File: src/rtl/core/assert_macros.svh
`ifndef ASSERT_MACROS_SVH
`define ASSERT_MACROS_SVH

// Concurrent check on clk, masked while arst_n is low.
`define ASSERT_CLK(label, prop, msg) \
	label: assert property (@(posedge clk) disable iff (!arst_n) prop) else $error(msg);

// Implication check on clk, masked while arst_n is low.
`define ASSERT_IMPL(label, ante, cons, msg) \
	`ASSERT_CLK(label, (ante) |-> (cons), msg)

`endif

File: src/rtl/core/lsbu_pkg.sv
package lsbu_pkg;

	localparam int BUCKETS_LOG2 = 10;
	localparam int KEY_BITS     = 64;

	localparam int BUCKET_W = 10;
	localparam int KEY_W    = 64;
	localparam int COUNT_W  = 31;

	localparam logic [KEY_W-1:0]   KEY_MASK  = {KEY_W{1'b1}} >> (KEY_W - KEY_BITS);
	localparam logic [COUNT_W-1:0] COUNT_MAX = {COUNT_W{1'b1}};

	typedef enum logic [1:0] {
		KIND_UPDATE,
		KIND_MERGE,
		KIND_HOLD
	} lsbu_kind_t;

	typedef enum logic [1:0] {
		ST_CLEAR,
		ST_IDLE,
		ST_LOOK
	} lsbu_state_t;

	typedef struct packed {
		logic                opcode;
		logic [BUCKET_W-1:0] bucket;
		logic [KEY_W-1:0]    key;
		logic [COUNT_W-1:0]  other_count;
		logic                other_occupied;
	} lsbu_in_t;

	typedef struct packed {
		logic [BUCKET_W-1:0] out_bucket;
		logic [KEY_W-1:0]    out_key;
		logic [COUNT_W-1:0]  out_count;
		logic                out_occupied;
		logic                key_replaced;
	} lsbu_out_t;

	typedef struct packed {
		lsbu_kind_t              kind;
		logic [BUCKETS_LOG2-1:0] addr;
		logic [KEY_W-1:0]        key;
		logic [COUNT_W-1:0]      other_count;
	} lsbu_op_t;

	typedef struct packed {
		logic               occupied;
		logic [KEY_W-1:0]   key;
		logic [COUNT_W-1:0] count;
	} lsbu_entry_t;

endpackage

File: src/rtl/core/lsbu_front.sv
module lsbu_front (
	input  logic              clk,
	input  logic              arst_n,
	input  logic              push,
	output logic              full,
	input  lsbu_pkg::lsbu_in_t item,
	input  logic              hold,
	output logic              op_valid,
	input  logic              op_pop,
	output lsbu_pkg::lsbu_op_t op
);

	logic [1:0]         cnt_q;
	logic               wr_q;
	logic               rd_q;
	lsbu_pkg::lsbu_op_t slot_q [2];
	lsbu_pkg::lsbu_op_t cls;
	logic               accept;

	assign full     = hold || (cnt_q == 2'd2);
	assign accept   = push && !full;
	assign op_valid = (cnt_q != 2'd0);
	assign op       = slot_q[rd_q];

	always_comb begin
		if (!item.opcode)
			cls.kind = lsbu_pkg::KIND_UPDATE;
		else if (item.other_occupied)
			cls.kind = lsbu_pkg::KIND_MERGE;
		else
			cls.kind = lsbu_pkg::KIND_HOLD;
		cls.addr        = item.bucket[lsbu_pkg::BUCKETS_LOG2-1:0];
		cls.key         = item.key & lsbu_pkg::KEY_MASK;
		cls.other_count = item.other_count;
	end

	always_ff @(posedge clk or negedge arst_n) begin
		if (!arst_n) begin
			cnt_q <= 2'd0;
			wr_q  <= 1'b0;
			rd_q  <= 1'b0;
		end else begin
			cnt_q <= cnt_q + 2'(accept) - 2'(op_pop);
			if (accept)
				wr_q <= !wr_q;
			if (op_pop)
				rd_q <= !rd_q;
		end
	end

	always_ff @(posedge clk) begin
		if (accept)
			slot_q[wr_q] <= cls;
	end

endmodule

File: config.mk
export PLATFORM = sky130hd
export DESIGN_NAME = lsbu_front
export DESIGN_NICKNAME = d
export VERILOG_FILES = /design/src/rtl/core/assert_macros.svh /design/src/rtl/core/lsbu_pkg.sv /design/src/rtl/core/lsbu_front.sv
export SDC_FILE = /design/constraint.sdc
export NUM_CORES = 1
export LEC_CHECK = 0
export BUFFER_PORTS_ARGS = -buffer_cell sky130_fd_sc_hd__buf_2
export CAP_MARGIN = 0
export CORE_UTILIZATION = 42
export CTS_BUF_LIST = sky130_fd_sc_hd__clkbuf_8
export CTS_CLUSTER_DIAMETER = 50
export DETAILED_ROUTE_END_ITERATION = 7
export MAX_ROUTING_LAYER = met4
export PLACE_DENSITY = 0.73
export SYNTH_ARGS = -nofsm -noshare
export SYNTH_HDL_FRONTEND = slang
export SYNTH_SLANG_ARGS = --single-unit
File: constraint.sdc
create_clock -name clk -period 8.4 [get_ports clk]
set_clock_uncertainty 0.05 [all_clocks]
set_input_delay 0.42 -clock clk [delete_from_list [all_inputs] [get_ports clk]]
set_output_delay 0.42 -clock clk [all_outputs]
set_load 0.02 [all_outputs]
==> results of run 1 <==
-- cell usage in the layout (no fill, tap or decap) --
cell type	n
mux2_4	20
buf_4	5
dlygate4sd3_1	1
clkbuf_8	41
xor2_1	1
or2_2	1
and2_1	1
edfxtp_1	214
bufinv_16	3
inv_1	17
buf_2	220
ha_1	2
dfrtp_4	1
mux2_2	87
clkinv_1	5
nand2b_1	2
nor2b_1	1
nand3b_1	1
xnor2_1	3
dfrtp_1	3
nor2_4	2
diode_2	2
-- area by class of cell --
class	count	share of cell area, %
sequential	218	64.6
multi-input combinational	121	13.9
timing repair buffer	226	11.4
clock buffer	41	5.58
tap	234	2.89
clock inverter	23	1.63
inverter	2	0.0742
antenna	2	0.0495
-- cell families (layout without fill, tap and decap cells) --
logic type / count (synthesis) / after routing / synth area share, %
DFF: 218 / 218 / 81.5
buffers and inverters: 14 / 292 / 1.16
adders and majority gates: 2 / 2 / 0.313
and+or+nand+nor: 8 / 8 / 0.579
muxes: 107 / 107 / 16.0
other: 0 / 2 / 0
xor gates and xnor gates: 4 / 4 / 0.438
-- worst max path at each step --
| stage | to | from |
|---|---|---|
| after floorplan | slot_q[0][0] | hold |
| after global placement | op[65] | rd_q |
| after detailed placement | slot_q[1][12] | hold |
| after CTS | op[38] | rd_q |
| after global routing | op[38] | rd_q |
| final | op[38] | rd_q |
-- cells in the mapped netlist --
| cell | instances |
|---|---|
| nor2b_1 | 1 |
| buf_6 | 4 |
| xnor2_1 | 3 |
| ha_1 | 2 |
| nor2_1 | 2 |
| nand3b_1 | 1 |
| xor2_1 | 1 |
| mux2_2 | 87 |
| inv_1 | 2 |
| dfrtp_1 | 4 |
| edfxtp_1 | 214 |
| and2_1 | 1 |
| nand2b_1 | 2 |
| buf_2 | 8 |
| mux2_4 | 20 |
| or2_2 | 1 |
-- metrics by stage --
step                instances  hold slack [ns]  power, uW  worst slack (ns)
detailed placement        800            0.189       2400              5.54
global placement          800            0.183       2380              5.67
global route              867           0.0185       3440              4.93
floorplan                 353           0.0744       2140              2.66
CTS                       865           0.0197       3340              5.05
finish                    867           0.0569       3290              5.13
-- sequential cells by signal, summed over array words and instances, names as in the netlist --
name    count
cnt_q       2
slot_q    214
rd_q        1
wr_q        1
-- per-layer routing --
metal	vias to the layer above	global-route usage, %	part of all wire, %	wire (um)
li1	1914	-	-	-
met1	2037	17.8	40	5900
met2	153	25.9	51	7560
met3	24	4.96	7.3	1090
met4	0	5.67	1.7	258
met5	-	-	0	0
-- timing repair --
item | 4_1_cts | 5_1_grt
hold buffers | 1 | 0
setup endpoints to repair | 0 | 0
hold endpoints to repair | 4 | 0
-- power groups by stage --
stage	Clock (uW)	Combinational, uW	Sequential [uW]
after CTS	952	941	1440
after detailed placement	0	936	1460
after global routing	1000	985	1460
final	921	927	1440
after floorplan	0	718	1420
after global placement	0	924	1450
==> metrics.yaml, run 1 <==
min_delay_path_depth: 1
wl_per_cell_um: 17.1
netlist_area_um2: 8010
tritoncts: "built"
port_buffers: 220
worstMarginPinSlew_ns: 0.888
placed_cell_area_um2: 9370
arrival_ns: 2.80
synth_cell_types: 16
period_needed_ns: 3.27
vias: 4128
syn_inst: 353
cp-end-kind: "output port"
cp.depth: 3
finalWirelength_um: 14800
min-delay-start: "item[20]"
start_util_pct: 42.8
antenna_found_initial: 2
post_cts_buffers: 0
drc_errors: 0
min_period_over_period_pct: 39.0
ys_ff_latch: 218
r2r-start: "cnt_q[0]"
fin_util_pct: 54.1
ios: 221
reg2reg_slack_ns: 5.61
final-seq-area_um2: 6530
multiInputGateArea_um2: 1400
slowest_stage: "dfrtp_4"
dpl.hpwl_um: 9630
clock_sinks: 218
crit_required_ns: 7.93
grt_pass1_vias: 4539
fin_nets: 721
clkLatencyLatePin_ns: 0.50
design_area_um2: 10100
fillers: 1484
setup_viol_count_final: 0
switching_power_uw: 996
row_count: 50
slew_violations: 0
internal_power_uw: 2290
r2r_cells: 5
clkPwrFrac_pct: 28.0
run_status: "completed"
die_area_um2: 19600
power_leakage_uw: 0.00388
synth_top_area_share_pct: 80.3
grt_remaining_overflow: 0
drive_above_1_share_pct: 60.2
yosysSeqAreaShare_pct: 81.5
drt-vias-per-instance: 4.76
clk_path_buf_depth: 3
rsz0062_at_grt: "false"
core_um2: 18700
yosysTopAreaCell: "edfxtp_1"
r2r_end: "slot_q[0][37]"
ir_drop_v: 0.000228
grt_max_degree: 64
p_seq_share_pct: 43.8
place.gp.congestion: 0.707
synth_area_leaders: "edfxtp_1 (80%), mux2_2 (12%), mux2_4 (3.8%)"
fin_tns_setup_ns: 0
path_clk_slew_ns: 0.06
hold_class: "primary input to register"
syn_avg_cell_area_um2: 22.7
cts_max_level: 2
area_growth_pct: 26.4
cts-root-buf: "clkbuf_8"
hold_viol: 0
fmax_mhz: 306
worst-setup-path-type: "register to output port"
cap_violations: 0
worstPathMaxFanout: 56
syn_nets: 467
switching_share_pct: 30.3
hold_end: "slot_q[1][19]"
powerDensity_nw_per_um2: 325
crit_family: "buffers and inverters"
synth_warnings: 0
drt_first_pass_iters: 4
cts-buffers-inserted: 38
max-slew-margin-rel_pct: 40.8
die_w_um: 140
grt_first_pass_wirelength_um: 23100
antenna_left: 0
grtUsageTotal_pct: 15.6
die_height_um: 140
drtIter0Drc: 161
ctsResizeCount: 0
p_comb_share_pct: 28.2
cp-start-kind: "register"
crit_path_cell_trace: "buf_4 > mux2_2 > buf_2"
slowest_delay_ns: 0.88
critPathBufInv: 2
Power figures use the tool's default switching activity.
==> run 2: changes to the inputs <==
--- a/config.mk
+++ b/config.mk
@@ -5,6 +5,7 @@
 export SDC_FILE = /design/constraint.sdc
 export NUM_CORES = 1
 export LEC_CHECK = 0
+export ABC_AREA = 1
 export BUFFER_PORTS_ARGS = -buffer_cell sky130_fd_sc_hd__buf_2
 export CAP_MARGIN = 0
 export CORE_UTILIZATION = 42
==> constraint.sdc (replaced) <==
create_clock -name clk -period 3.3 [get_ports clk]
set_clock_uncertainty 0.05 [all_clocks]
set_input_delay 0.165 -clock clk [delete_from_list [all_inputs] [get_ports clk]]
set_output_delay 0.165 -clock clk [all_outputs]
set_load 0.02 [all_outputs]
==> run 2 against run 1 <==
Net effect: flip-flop and latch count stayed put; core utilization is 5.1 points higher; synthesized cell count is 68% higher; worst hold slack better by 0.0076 ns; register-to-register slack worse by 4.3 ns; critical endpoint is now op[56]; final area is 14% higher; area after synthesis is 4.4% higher.
==> metrics.yaml, run 2 <==
synth_top_family_by_area: "compound AO/OA/AOI/OAI gates"  # was multiplexers
slowest_stage: "dfrtp_4"  # unchanged
clk_path_buf_depth: 3  # unchanged
min-delay-start: "hold"  # was item[20]
netlist_area_um2: 8360  # was 8010 um^2
slew_violations: 0  # unchanged
power_leakage_uw: 0.00493  # was 0.00388 uW
setup_viol_count_final: 0  # unchanged
ctsResizeCount: 0  # unchanged
yosysTopAreaCell: "edfxtp_1"  # unchanged
slowest_delay_ns: 0.89  # was 0.88 ns
cts-root-buf: "clkbuf_8"  # unchanged
worstMarginPinSlew_ns: 0.910  # was 0.888 ns
syn_inst: 592  # was 353
largest_reg_flops: 214  # unchanged
yosysSeqAreaShare_pct: 78.1  # was 81.5%
synth_warnings: 0  # unchanged
muxShareOfSynthArea_pct: 0  # was 16.0%
port_buffers: 220  # unchanged
ys_ff_latch: 218  # unchanged
rsz0062_at_grt: "false"  # unchanged
clock_sinks: 218  # unchanged
syn_nets: 706  # was 467
r2r-start: "cnt_q[0]"  # unchanged
largest_register: "slot_q"  # unchanged
vias: 5580  # was 4128
reg2reg_slack_ns: 1.29  # was 5.61 ns
path_clk_slew_ns: 0.06  # about the same
cts_hold_buffers: 113  # was 1
synth-simple-area-share_pct: 5.58  # was 0.578%
synth_compound_area_share_pct: 8.20  # was 0%
ir_drop_v: 0.000585  # was 0.000228 V
async_flop_share_pct: 1.83  # unchanged
period_needed_ns: 2.50
synth_cell_types: 15  # was 16
max-slew-margin-rel_pct: 39.3  # was 40.8%
fin_tns_setup_ns: 0  # unchanged
crit_required_ns: 3.08  # was 7.93 ns
synth_top_area_share_pct: 76.9  # was 80.3%
antenna_cells: 0  # was 2
synth_area_leaders: "edfxtp_1 (77%), nand2_1 (5.3%), inv_1 (5.3%)"  # was edfxtp_1 (80%), mux2_2 (12%), mux2_4 (3.8%)
core_um2: 19500  # was 18700 um^2
reg_top3: "slot_q (214), cnt_q (2)"  # unchanged
tritoncts: "built"  # unchanged
hold_viol: 0  # unchanged
grt_remaining_overflow: 0  # unchanged
arrival_ns: 2.29  # was 2.80 ns
dpl.hpwl_um: 9610  # was 9630 um
synth-xor-area-share_pct: 0.105  # was 0.438%
grt_max_degree: 71  # was 64
clkLatencyLatePin_ns: 0.51  # was 0.50 ns
drtIter0Drc: 211  # was 161
fillers: 1474  # was 1484
layout_commonest_cell: "buf_2"  # unchanged
powerDensity_nw_per_um2: 763  # was 325 nW/um^2
synthAdderAreaFrac_pct: 0.299  # was 0.313%
grt_first_pass_wirelength_um: 25400  # was 23100 um
finalWirelength_um: 17000  # was 14800 um
mostFrequentLayoutCells: "buf_2 (220), edfxtp_1 (214), inv_1 (129)"  # was buf_2 (220), edfxtp_1 (214), mux2_2 (87)
cp-end-kind: "output port"  # unchanged
synth_ff_type: "edfxtp_1"  # unchanged
row_count: 51  # was 50
power_uw: 8790  # was 3290 uW
dp_slack_ns: 1.27  # was 5.54 ns
crit_path_cell_trace: "buf_4 > nand2_1 > o21ai_0 > buf_2"  # was buf_4 > mux2_2 > buf_2
grtUsageTotal_pct: 16.7  # was 15.6%
run_status: "completed"  # unchanged
die_height_um: 143  # was 140 um
crit_start: "rd_q"  # unchanged
post_cts_buffers: 0  # unchanged
endpoint: "op[56]"  # was op[38]
worst-setup-path-type: "register to output port"  # unchanged
worstPathMaxFanout: 70  # was 56
cap_violations: 0  # unchanged
fin_nets: 1061  # was 721
drive_above_1_share_pct: 32.3  # was 60.2%
timing.final.ws_setup_ns: 0.795  # was 5.13 ns
antenna_found_initial: 0  # was 2
die_area_um2: 20500  # was 19600 um^2
yosysMostFrequentCell: "edfxtp_1"  # unchanged
wl_per_cell_um: 13.7  # was 17.1 um
synth_edf_count: 214  # unchanged
cp.depth: 4  # was 3
drc_errors: 0  # unchanged
antenna_left: 0  # unchanged
final-seq-area_um2: 6530  # unchanged
hold_class: "primary input to register"  # unchanged
crit_family: "flip-flops"  # was buffers and inverters
multiInputGateArea_um2: 1190  # was 1400 um^2
syn_avg_cell_area_um2: 14.1  # was 22.7 um^2
cts-buffers-inserted: 37  # was 38
fmax_mhz: 399
ys_top_cells_by_count: "edfxtp_1 (214), nand2_1 (118), inv_1 (117)"  # was edfxtp_1 (214), mux2_2 (87), mux2_4 (20)
drt_first_pass_iters: 4  # unchanged
ios: 221  # unchanged
place.gp.congestion: 0.737  # was 0.707
r2r_end: "slot_q[0][49]"  # was slot_q[0][37]
area_growth_pct: 37.8  # was 26.4%
start_util_pct: 42.9  # was 42.8%
r2r_cells: 5  # unchanged
critPathBufInv: 2  # unchanged
cp-start-kind: "register"  # unchanged
min_period_over_period_pct: 75.9
drt-vias-per-instance: 4.50  # was 4.76
grt_pass1_vias: 5549  # was 4539
die_w_um: 143  # was 140 um
cts_max_level: 2  # unchanged
## run 2: tightest hold or removal path, stage by stage
cell and delay (ns):
buf_2 0.07, inv_1 0.05, nand3_1 0.17, nand2_1 0.07, nand2_1 0.05
## run 2: area by class of cell
| cell class | count | area share, % |
|---|---|---|
| clock buffers | 39 | 4.66 |
| clock inverters | 27 | 1.40 |
| inverters | 117 | 3.83 |
| multi-input cells | 233 | 10.4 |
| flip-flops and latches | 218 | 56.7 |
| well taps | 265 | 2.88 |
| repair buffers | 340 | 20.2 |
## run 2: power breakdown
group | internal [uW] | total [uW] | switching, uW | leakage, uW
logic | 939 | 2890 | 1950 | 0.00252
registers | 3440 | 3640 | 203 | 0.00200
clock network | 1250 | 2260 | 1010 | 0.000402
## run 2: metal layers
metal	track usage, %	share of wire, %
met1	16.7	38
met2	29.9	51
met3	4.46	7.6
met4	8.55	3.3
met5	-	0
## run 2: worst min-delay path by stage
stage	to	cells after the start
final	wr_q	5
after floorplan	cnt_q[0]	0
after global routing	wr_q	5
after CTS	wr_q	5
after detailed placement	cnt_q[0]	1
after global placement	cnt_q[0]	1
## run 2: per-stage QoR
stage          area [um^2]  cells  util [%]  hold slack, ns
6_report             11500   1239      59.2          0.0646
5_1_grt              11500   1239      59.2          0.0691
4_1_cts              11500   1239      59.2          0.0250
3_5_place_dp          9690   1060      49.8         -0.0687
3_3_place_gp          9690   1060      49.8         -0.0735
2_1_floorplan         8370    592         -          -0.181
## run 2: cells by family after synthesis
family,after synthesis
xor+xnor,1
simple gates,123
buf+inv,141
flops,218
fa+ha+maj,2
compound gates,107
==> run 3: changes to the inputs <==
--- a/config.mk
+++ b/config.mk
@@ -5,7 +5,7 @@
 export SDC_FILE = /design/constraint.sdc
 export NUM_CORES = 1
 export LEC_CHECK = 0
-export ABC_AREA = 1
+export ABC_AREA = 0
 export BUFFER_PORTS_ARGS = -buffer_cell sky130_fd_sc_hd__buf_2
 export CAP_MARGIN = 0
 export CORE_UTILIZATION = 42
@@ -13,7 +13,7 @@
 export CTS_CLUSTER_DIAMETER = 50
 export DETAILED_ROUTE_END_ITERATION = 7
 export MAX_ROUTING_LAYER = met4
-export PLACE_DENSITY = 0.73
+export PLACE_DENSITY = 0.76
 export SYNTH_ARGS = -nofsm -noshare
 export SYNTH_HDL_FRONTEND = slang
 export SYNTH_SLANG_ARGS = --single-unit
==> constraint.sdc (replaced) <==
create_clock -name clk -period 2.2 [get_ports clk]
set_clock_uncertainty 0.05 [all_clocks]
set_input_delay 0.11 -clock clk [delete_from_list [all_inputs] [get_ports clk]]
set_output_delay 0.11 -clock clk [all_outputs]
set_load 0.02 [all_outputs]
==> run 3 against run 2 <==
Net effect: critical endpoint is now op[69]; sequential share of layout area rose by 1.8 points; via count fell by 19%; highest routed layer unchanged; flip-flop and latch count did not move; register-to-register slack got worse by 0.93 ns; final area fell by 3.1%; clock-buffer cell count fell by 2; critical path type unchanged; combinational power rose by 39%; sequential power rose by 46%; routed wire length fell by 3.6%; worst hold slack got worse by 0.0019 ns; core utilization rose by 0.50 points; die area fell by 4.2%.
==> metrics.yaml, run 3 (synthesis results as in run 1) <==
grt_most_used_layer: "met2"  # unchanged
dpl.hpwl_um: 9480  # was 9610 um
drt_first_pass_iters: 4  # unchanged
worstMarginPinSlew_ns: 0.348  # was 0.910 ns
crit_required_ns: 2.04  # was 3.08 ns
hold_viol: 0  # unchanged
tritoncts: "built"  # unchanged
multiInputGateArea_um2: 1400  # was 1190 um^2
worst-setup-path-type: "register to output port"  # unchanged
post_cts_buffers: 0  # unchanged
antenna_found_initial: 0  # unchanged
use_met2_pct: 30.9  # was 29.9%
fmax_mhz: 502
finalWirelength_um: 16400  # was 17000 um
met1_usage_pct: 18.5  # was 16.7%
period_needed_ns: 1.99
drive_above_1_share_pct: 51.2  # was 32.3%
powerDensity_nw_per_um2: 1100  # was 763 nW/um^2
clk_path_buf_depth: 3  # unchanged
fin_cells: 971  # was 1239
largest_register: "slot_q"  # unchanged
start_util_pct: 42.8  # was 42.9%
die_height_um: 140  # was 143 um
layout_commonest_cell: "buf_2"  # unchanged
hold_class: "primary input to register"  # unchanged
reg_top3: "slot_q (214), cnt_q (2)"  # unchanged
fin_tns_setup_ns: 0  # unchanged
cts-root-buf: "clkbuf_8"  # unchanged
drc_errors: 0  # unchanged
die_area_um2: 19600  # was 20500 um^2
cp-end-kind: "output port"  # unchanged
cap_violations: 0  # unchanged
fin_nets: 830  # was 1061
ir_drop_v: 0.000908  # was 0.000585 V
die_w_um: 140  # was 143 um
grt_pass1_vias: 4970  # was 5549
core_um2: 18700  # was 19500 um^2
met3_usage_pct: 4.14  # was 4.46%
run_status: "completed"  # unchanged
place.gp.congestion: 0.688  # was 0.737
row_count: 50  # was 51
fillers: 1334  # was 1474
grt_first_pass_wirelength_um: 25200  # was 25400 um
ios: 221  # unchanged
port_buffers: 220  # unchanged
worstPathMaxFanout: 56  # was 70
power_leakage_uw: 0.00430  # was 0.00493 uW
rsz0062_at_grt: "false"  # unchanged
arrival_ns: 1.83  # was 2.29 ns
wl_per_cell_um: 16.8  # was 13.7 um
clkLatencyLatePin_ns: 0.49  # was 0.51 ns
dp.cells: 801  # was 1060
slowest_delay_ns: 0.44  # was 0.89 ns
path_clk_slew_ns: 0.06  # about the same
cts-buffers-inserted: 36  # was 37
cp-start-kind: "register"  # unchanged
crit_path_cell_trace: "buf_12 > mux2_2 > buf_2"  # was buf_4 > nand2_1 > o21ai_0 > buf_2
mostFrequentLayoutCells: "buf_2 (220), edfxtp_1 (214), dlygate4sd3_1 (111)"  # was buf_2 (220), edfxtp_1 (214), inv_1 (129)
setup_viol_count_final: 0  # unchanged
antenna_cells: 0  # unchanged
slowest_stage: "dfrtp_4"  # unchanged
final-seq-area_um2: 6530  # unchanged
grt_max_degree: 57  # was 71
clock_sinks: 218  # unchanged
drtIter0Drc: 150  # was 211
drt-vias-per-instance: 4.68  # was 4.50
cts_max_level: 2  # unchanged
min_period_over_period_pct: 90.5
area_growth_pct: 39.4  # was 37.8%
slew_violations: 0  # unchanged
grtUsageTotal_pct: 17.2  # was 16.7%
antenna_left: 0  # unchanged
max-slew-margin-rel_pct: 76.8  # was 39.3%
ctsResizeCount: 0  # unchanged
grt_remaining_overflow: 0  # unchanged
largest_reg_flops: 214  # unchanged
vias: 4542  # was 5580
==> run 3: final timing paths <==
check | start | to | slack, ns | cells after the start
max | rd_q | op[69] | 0.21 | 3
min | push | wr_q | 0.06 | 3
max reg2reg | cnt_q[1] | cnt_q[1] | 0.36 | 7
min reg2reg | cnt_q[0] | cnt_q[0] | 0.50 | 1
max in group asynchronous | arst_n | rd_q | 1.45 | 3
min in group asynchronous | arst_n | rd_q | 0.46 | 3
==> run 3: final cells by class <==
type                            count  area share [%]
Multi-Input combinational cell    121            12.6
Tap cell                          234            2.62
Inverter                            2          0.0672
Timing Repair Buffer              337            20.9
Clock inverter                     22           0.807
Sequential cell                   218            58.5
Clock buffer                       37            4.56
==> run 3: critical path: cells and delay by family (launching register included) <==
family                 cells  cell delay (ns)
muxes                      1             0.40
buffers and inverters      2             0.46
DFF                        1             0.44
==> run 3: through the flow <==
step / util, % / setup WS (ns) / hold slack, ns / cell area, um^2 / power, uW
after floorplan: - / -0.600 / -0.236 / 8020 / 8110
after global placement: 50.5 / 0.481 / -0.130 / 9450 / 9170
after detailed placement: 50.5 / 0.374 / -0.129 / 9450 / 9260
after CTS: 59.7 / 0.161 / 0.0320 / 11200 / 12400
after global routing: 59.7 / 0.129 / 0.0471 / 11200 / 12900
final: 59.7 / 0.210 / 0.0627 / 11200 / 12300
==> run 3: timing repair <==
action	CTS	global route
endpoints found under the setup margin	0	0
endpoints found under the hold margin	220	0
hold buffers	111	0
==> run 3: routing by layer <==
| layer | share of wire, % | wire (um) |
|---|---|---|
| met3 | 5.2 | 844 |
| met4 | 2.0 | 325 |
| met1 | 39 | 6300 |
| met5 | 0 | 0 |
| met2 | 54 | 8880 |
==> run 3: where the power goes <==
part	leakage (uW)	switching (uW)	internal (uW)	total [uW]
clock	0.000357	1430	1550	2980
combinational	0.00194	2270	1740	4010
sequential	0.00200	148	5170	5320
